--- src/sv/evg_pkg.sv ---
// Types and constants shared by the event group waiter and wake block.
`default_nettype none

package evg_pkg;

  localparam int unsigned FLAG_W = 8;
  localparam int unsigned TASK_W = 6;
  localparam int unsigned BIDX_W = 4;
  localparam int unsigned KIND_W = 2;

  localparam logic [KIND_W-1:0] KIND_QUEUED   = 2'd0;
  localparam logic [KIND_W-1:0] KIND_DROPPED  = 2'd1;
  localparam logic [KIND_W-1:0] KIND_WOKEN    = 2'd2;
  localparam logic [KIND_W-1:0] KIND_SET_DONE = 2'd3;

  localparam logic OP_WAIT = 1'b0;
  localparam logic OP_SET  = 1'b1;

  typedef struct packed {
    logic [TASK_W-1:0] task_id;
    logic [FLAG_W-1:0] mask;
    logic              all_mode;
  } evg_entry_t;

  typedef enum logic [1:0] {
    ST_IDLE,
    ST_SCAN,
    ST_PACK
  } evg_state_t;

endpackage

`default_nettype wire

--- src/sv/evg_table_mem.sv ---
// Waiter table storage: one write port and one read port with registered read data.
`default_nettype none

module evg_table_mem #(
  parameter int unsigned DEPTH = 16,
  parameter int unsigned AW    = 4
) (
  input  wire                  clk,
  input  wire                  we,
  input  wire [AW-1:0]         waddr,
  input  evg_pkg::evg_entry_t  wdata,
  input  wire                  re,
  input  wire [AW-1:0]         raddr,
  output evg_pkg::evg_entry_t  rdata
);
  import evg_pkg::*;

  evg_entry_t mem [DEPTH];

  always_ff @(posedge clk) begin
    if (we) begin
      mem[waddr] <= wdata;
    end
  end

  always_ff @(posedge clk) begin
    if (re) begin
      rdata <= mem[raddr];
    end
  end

endmodule

`default_nettype wire

--- src/sv/event_group_waiter_wake.sv ---
// Event group: flag register, waiter table sequencer and result generation.
//
//   Channel   Handshake              Beat fields
//   command   start high, busy low   operation task_id wait_mask wait_all bit_index bit_value
//   result    strobe (one cycle)     kind woken_task event_bits last
//
// A wait command gives one result on the next cycle.
// A set command with a bit index of 8 or more, or with an empty table, also gives its one result on the next cycle.
// Otherwise the table is scanned newest first, one entry a cycle through the memory read
// port, and if any task woke, a second pass packs the survivors.
// Reset clears the flags and empties the table at once. Results cannot be stalled.
`default_nettype none

module event_group_waiter_wake #(
  parameter int unsigned MAX_WAITERS = 16
) (
  input  wire                          clk,
  input  wire                          rst,
  input  wire                          start,
  output logic                         busy,
  input  wire                          operation,
  input  wire [evg_pkg::TASK_W-1:0]    task_id,
  input  wire [evg_pkg::FLAG_W-1:0]    wait_mask,
  input  wire                          wait_all,
  input  wire [evg_pkg::BIDX_W-1:0]    bit_index,
  input  wire                          bit_value,
  output logic                         strobe,
  output logic [evg_pkg::KIND_W-1:0]   kind,
  output logic [evg_pkg::TASK_W-1:0]   woken_task,
  output logic [evg_pkg::FLAG_W-1:0]   event_bits,
  output logic                         last
);
  import evg_pkg::*;

  localparam int unsigned AW = $clog2(MAX_WAITERS);
  localparam int unsigned CW = $clog2(MAX_WAITERS + 1);

  evg_state_t state, state_next;

  logic [CW-1:0]          count, count_next;
  logic [FLAG_W-1:0]      flags, flags_next;
  logic [CW-1:0]          ptr, ptr_next;
  logic [CW-1:0]          wptr, wptr_next;
  logic [MAX_WAITERS-1:0] keep, keep_next;
  logic                   any_woke, any_woke_next;

  logic                   strobe_next;
  logic [KIND_W-1:0]      kind_next;
  logic [TASK_W-1:0]      woken_task_next;
  logic [FLAG_W-1:0]      event_bits_next;
  logic                   last_next;

  logic                   mem_we;
  logic [AW-1:0]          mem_waddr;
  evg_entry_t             mem_wdata;
  logic                   mem_re;
  logic [AW-1:0]          mem_raddr;
  evg_entry_t             mem_rdata;

  logic                   accept;
  logic                   full;
  logic [CW-1:0]          count_m1;
  logic [FLAG_W-1:0]      set_flags;
  logic [FLAG_W-1:0]      hit;
  logic                   met;

  evg_table_mem #(
    .DEPTH (MAX_WAITERS),
    .AW    (AW)
  ) u_table (
    .clk   (clk),
    .we    (mem_we),
    .waddr (mem_waddr),
    .wdata (mem_wdata),
    .re    (mem_re),
    .raddr (mem_raddr),
    .rdata (mem_rdata)
  );

  assign busy      = (state != ST_IDLE);
  assign accept    = start && !busy;
  assign full      = (count == CW'(MAX_WAITERS));
  assign count_m1  = count - CW'(1);
  assign set_flags = bit_value ? (flags | (FLAG_W'(1) << bit_index[2:0]))
                               : (flags & ~(FLAG_W'(1) << bit_index[2:0]));
  assign hit       = flags & mem_rdata.mask;
  assign met       = mem_rdata.all_mode ? (hit == mem_rdata.mask) : (hit != '0);

  always_comb begin
    state_next = state;
    unique case (state)
      ST_IDLE: begin
        if (accept && operation == OP_SET && !bit_index[3] && count != '0) begin
          state_next = ST_SCAN;
        end
      end
      ST_SCAN: begin
        if (ptr == '0) begin
          state_next = (any_woke || met) ? ST_PACK : ST_IDLE;
        end
      end
      ST_PACK: begin
        if (ptr == count_m1) begin
          state_next = ST_IDLE;
        end
      end
      default: state_next = ST_IDLE;
    endcase
  end

  always_comb begin
    count_next      = count;
    flags_next      = flags;
    ptr_next        = ptr;
    wptr_next       = wptr;
    keep_next       = keep;
    any_woke_next   = any_woke;
    strobe_next     = 1'b0;
    kind_next       = KIND_SET_DONE;
    woken_task_next = '0;
    event_bits_next = flags;
    last_next       = 1'b1;
    mem_we          = 1'b0;
    mem_waddr       = count[AW-1:0];
    mem_wdata       = '{task_id: task_id, mask: wait_mask, all_mode: wait_all};
    mem_re          = 1'b0;
    mem_raddr       = count_m1[AW-1:0];
    unique case (state)
      ST_IDLE: begin
        if (accept) begin
          strobe_next = 1'b1;
          if (operation == OP_WAIT) begin
            if (full) begin
              kind_next = KIND_DROPPED;
            end else begin
              mem_we          = 1'b1;
              count_next      = count + CW'(1);
              kind_next       = KIND_QUEUED;
              woken_task_next = task_id;
            end
          end else if (!bit_index[3]) begin
            flags_next      = set_flags;
            event_bits_next = set_flags;
            if (count != '0) begin
              strobe_next   = 1'b0;
              mem_re        = 1'b1;
              ptr_next      = count_m1;
              any_woke_next = 1'b0;
            end
          end
        end
      end
      ST_SCAN: begin
        keep_next[ptr[AW-1:0]] = !met;
        if (met) begin
          strobe_next     = 1'b1;
          kind_next       = KIND_WOKEN;
          woken_task_next = mem_rdata.task_id;
          last_next       = 1'b0;
          any_woke_next   = 1'b1;
        end
        if (ptr == '0) begin
          if (any_woke || met) begin
            mem_re    = 1'b1;
            mem_raddr = '0;
            wptr_next = '0;
          end else begin
            strobe_next = 1'b1;
          end
        end else begin
          mem_re    = 1'b1;
          mem_raddr = AW'(ptr - CW'(1));
          ptr_next  = ptr - CW'(1);
        end
      end
      ST_PACK: begin
        mem_waddr = wptr[AW-1:0];
        mem_wdata = mem_rdata;
        if (keep[ptr[AW-1:0]]) begin
          mem_we    = 1'b1;
          wptr_next = wptr + CW'(1);
        end
        if (ptr == count_m1) begin
          count_next  = wptr_next;
          strobe_next = 1'b1;
        end else begin
          mem_re    = 1'b1;
          mem_raddr = AW'(ptr + CW'(1));
          ptr_next  = ptr + CW'(1);
        end
      end
      default: begin
      end
    endcase
  end

  always_ff @(posedge clk) begin
    if (rst) begin
      state  <= ST_IDLE;
      count  <= '0;
      flags  <= '0;
      strobe <= 1'b0;
    end else begin
      state  <= state_next;
      count  <= count_next;
      flags  <= flags_next;
      strobe <= strobe_next;
    end
  end

  always_ff @(posedge clk) begin
    ptr        <= ptr_next;
    wptr       <= wptr_next;
    keep       <= keep_next;
    any_woke   <= any_woke_next;
    kind       <= kind_next;
    woken_task <= woken_task_next;
    event_bits <= event_bits_next;
    last       <= last_next;
  end

endmodule

`default_nettype wire

--- config.mk ---
export PLATFORM = sky130hd
export DESIGN_NAME = event_group_waiter_wake
export DESIGN_NICKNAME = d
export VERILOG_FILES = /design/src/sv/evg_pkg.sv /design/src/sv/evg_table_mem.sv /design/src/sv/event_group_waiter_wake.sv
export SDC_FILE = /design/constraint.sdc
export NUM_CORES = 1
export LEC_CHECK = 0
export BUFFER_PORTS_ARGS = -buffer_cell sky130_fd_sc_hd__buf_4
export CAP_MARGIN = 20
export CORE_MARGIN = 2
export CORE_UTILIZATION = 62
export DETAILED_ROUTE_END_ITERATION = 7
export PLACE_DENSITY_LB_ADDON = 0.25
export SETUP_SLACK_MARGIN = 0.05
export SLEW_MARGIN = 20
export SYNTH_ARGS = -nofsm -noshare
export SYNTH_HDL_FRONTEND = slang
export SYNTH_SLANG_ARGS = --single-unit
--- constraint.sdc ---
create_clock -name clk -period 4.3 [get_ports clk]
set_clock_uncertainty 0.1 [all_clocks]
set_input_delay 1.075 -clock clk [delete_from_list [all_inputs] [get_ports clk]]
set_output_delay 1.075 -clock clk [all_outputs]
set_load 0.02 [all_outputs]
==> impl_metrics.env <==
export IMPL_tightest_slew_ns=0.852
export IMPL_place_congestion=0.870
export IMPL_slew_headroom=0.427
export IMPL_crit_fanout=41
export IMPL_run_status="complete, no violations"
export IMPL_postCtsSetupBuffers=0
export IMPL_finalSetupViolations=0
export IMPL_core_um2=21000
export IMPL_rows=53
export IMPL_tns_ns=0
export IMPL_drv_cap=0
export IMPL_vias=7766
export IMPL_ios=43
export IMPL_hpwl_mm=18.0
export IMPL_max_freq_ghz=0.254
export IMPL_ys_flop_type="edfxtp_1"
export IMPL_drt_wl_total_mm=29.9
export IMPL_post_route_min_period_ns=3.93
export IMPL_drtIter0Drc=928
export IMPL_grt_pass1_wl_mm=44.8
export IMPL_cts_resized_gates=0
export IMPL_ys_types=64
export IMPL_die_y_um=150
export IMPL_cts_tree="yes"
export IMPL_min_path_type="reg -> reg"
export IMPL_cts_made_buffers=30
export IMPL_cp_start_kind="register"
export IMPL_rsz0062_at_grt="no"
export IMPL_grt_ovfl_total=0
export IMPL_netlist_area_um2=13200
export IMPL_power_leakage_nw=5.19
export IMPL_fin_crit_sh=0.914
export IMPL_ant_nets=0
export IMPL_path_class="reg -> reg"
export IMPL_ys_warn_count=0
export IMPL_place_area_um2=14000
export IMPL_grt_use_total=0.271
export IMPL_ys_ff_latch=315
export IMPL_area_delta_synth_final_pct=14.2
export IMPL_design_area_um2=15100
export IMPL_synth_async_reset_ratio=0
export IMPL_drcViolationCount=0
export IMPL_grt_max_degree=42
export IMPL_arrival_ns=4.15
export IMPL_worstSkewPairLatency_ns=0.57
export IMPL_syn_inst=816
export IMPL_clkSinkCount=315
export IMPL_synth_edff_count=282
export IMPL_nNetsFinal=923
export IMPL_drive_gt1_frac=0.235
export IMPL_ir_drop_mv=0.311
export IMPL_path_clk_slew_ns=0.07
export IMPL_hold_violations=0
export IMPL_fp_dieW_um=150
export IMPL_dieArea_um2=22500
export IMPL_io_buffers=42
export IMPL_syn_nets=853
export IMPL_clockBufferDepth=3
export IMPL_endpoint_kind="register"
export IMPL_synth_seq_area_share=0.692
export IMPL_via_per_inst=6.55
export IMPL_cts_hold_buffers_added=0
export IMPL_worst_ep_required_time_ns=4.52
export IMPL_start_util=0.630
export IMPL_slew_violations=0
export IMPL_power_density_nw_per_um2=443
export IMPL_diodes=0
export IMPL_antenna_found_initial=0
export IMPL_avgSynthCellArea_um2=16.2
export IMPL_wl_per_cell_um=25.2
export IMPL_drtPass1Iterations=5
export IMPL_htree_levels=1
export IMPL_root_buffer="clkbuf_16"
export IMPL_grt_pass1_vias=7610
[kinds of logic (layout without fill, tap and decap cells)]
family                   Yosys count  count (layout)  synth area share
AO/OA/AOI/OAI                    127             127            0.0695
XOR/XNOR                          16              16            0.0117
adder cells (fa/ha/maj)           13              13            0.0123
buffers and inverters             65             159            0.0248
flip-flops                       315             315             0.692
multiplexers                      92              92             0.120
AND/OR/NAND/NOR                  188             188            0.0695
[layout by cell type, fill, tap and decap left out, drive strengths merged, types with 7 or more instances in the layout]
master and instances:
a221o 15, mux4 50, dfxtp 33, nor3 12, xor2 9, a22oi 17
o21ai 22, nand2 57, a31oi 7, nor2 45, and2 13, nor2b 11
a22o 7, mux2 23, mux2i 19, ha 13, nand3 25, edfxtp 282
a21oi 30, clkinv 15, inv 24, clkbuf 33, buf 80
[critical path: stages (launching register included)]
cell and delay [ns]:
dfxtp_1 0.56, inv_1 0.22, ha_1 0.47, xor2_1 0.17
nand3_1 0.16, o41ai_4 0.34, and2_4 0.25, nor3b_4 0.06
a21oi_4 0.18, buf_12 0.30, mux4_2 0.54, a22oi_1 0.21
nand3_1 0.10
[final cells by class]
cell class / instances / area (um^2)
clock buffers: 33 / 762
repair buffers: 80 / 688
inverters: 23 / 86.3
well taps: 275 / 344
flip-flops and latches: 315 / 9130
fillers: 1293 / 5890
clock inverters: 23 / 294
multi-input cells: 436 / 3760
[state kept, by name, summed over array words and instances (netlist names)]
signal,count
flags,8
u_table.mem,240
wptr,5
woken_task,6
last,1
kind,2
state,2
ptr,5
count,5
event_bits,8
u_table.rdata,15
any_woke,1
strobe,1
keep,16
[per-stage QoR]
step	total power (W)	util	hold WS (ns)	setup slack, ns	instances
floorplan	0.00379	-	0.355	0.839	816
CTS	0.00670	0.718	0.408	0.338	1183
global placement	0.00393	0.667	0.372	0.504	1127
detailed placement	0.00396	0.667	0.391	0.380	1127
global route	0.00687	0.719	0.423	0.138	1185
finish	0.00667	0.719	0.412	0.370	1185
[path summary, 6_finish.rpt]
path | cells after the start | slack (ns) | end | from
setup / recovery | 12 | 0.37 | u_table.rdata[12]$_DFFE_PP_ | count[0]$_SDFFE_PP0P_
hold / removal | 1 | 0.41 | woken_task[1]$_SDFF_PN0_ | u_table.rdata[10]$_DFFE_PP_
setup reg to reg | 12 | 0.37 | u_table.rdata[12]$_DFFE_PP_ | count[0]$_SDFFE_PP0P_
hold reg to reg | 1 | 0.41 | woken_task[1]$_SDFF_PN0_ | u_table.rdata[10]$_DFFE_PP_
[routing by layer]
metal	up-vias	wire, um	global-route usage
li1	3346	-	-
met1	3922	11600	0.378
met2	429	14800	0.446
met3	69	2780	0.0439
met4	0	693	0.0821
met5	-	0	0
[where the power goes]
part	switching [W]	total (W)	internal (W)
Sequential	0.0000194	0.00339	0.00337
Combinational	0.000295	0.000516	0.000221
Clock	0.00112	0.00277	0.00165
Total	0.00143	0.00667	0.00524
[cell usage after synthesis, drive strengths merged, types with 2 or more instances]
cell,instances,area (um^2)
edfxtp,282,8470
nand2,57,214
mux4,50,1130
nor2,45,169
dfxtp,33,661
a21oi,30,161
nand3,25,125
inv,23,86.3
mux2,23,259
buf,22,164
o21ai,22,110
clkbuf,20,76.3
mux2i,19,203
a22oi,17,128
a221o,15,150
and2,13,83.8
ha,13,163
nor3,12,65.1
nor2b,11,68.8
xor2,9,78.8
a22o,7,61.3
a31oi,7,43.8
and3,6,37.5
nor3b,6,61.3
xnor2,6,52.6
o21a,5,37.5
o22ai,5,31.3
or3,5,36.3
a221oi,3,26.3
nand2b,2,12.5
nand4,2,12.5
o211a,2,20.0
o211ai,2,20.0
o221a,2,22.5
Note: power is estimated with default switching activity, not from simulation.
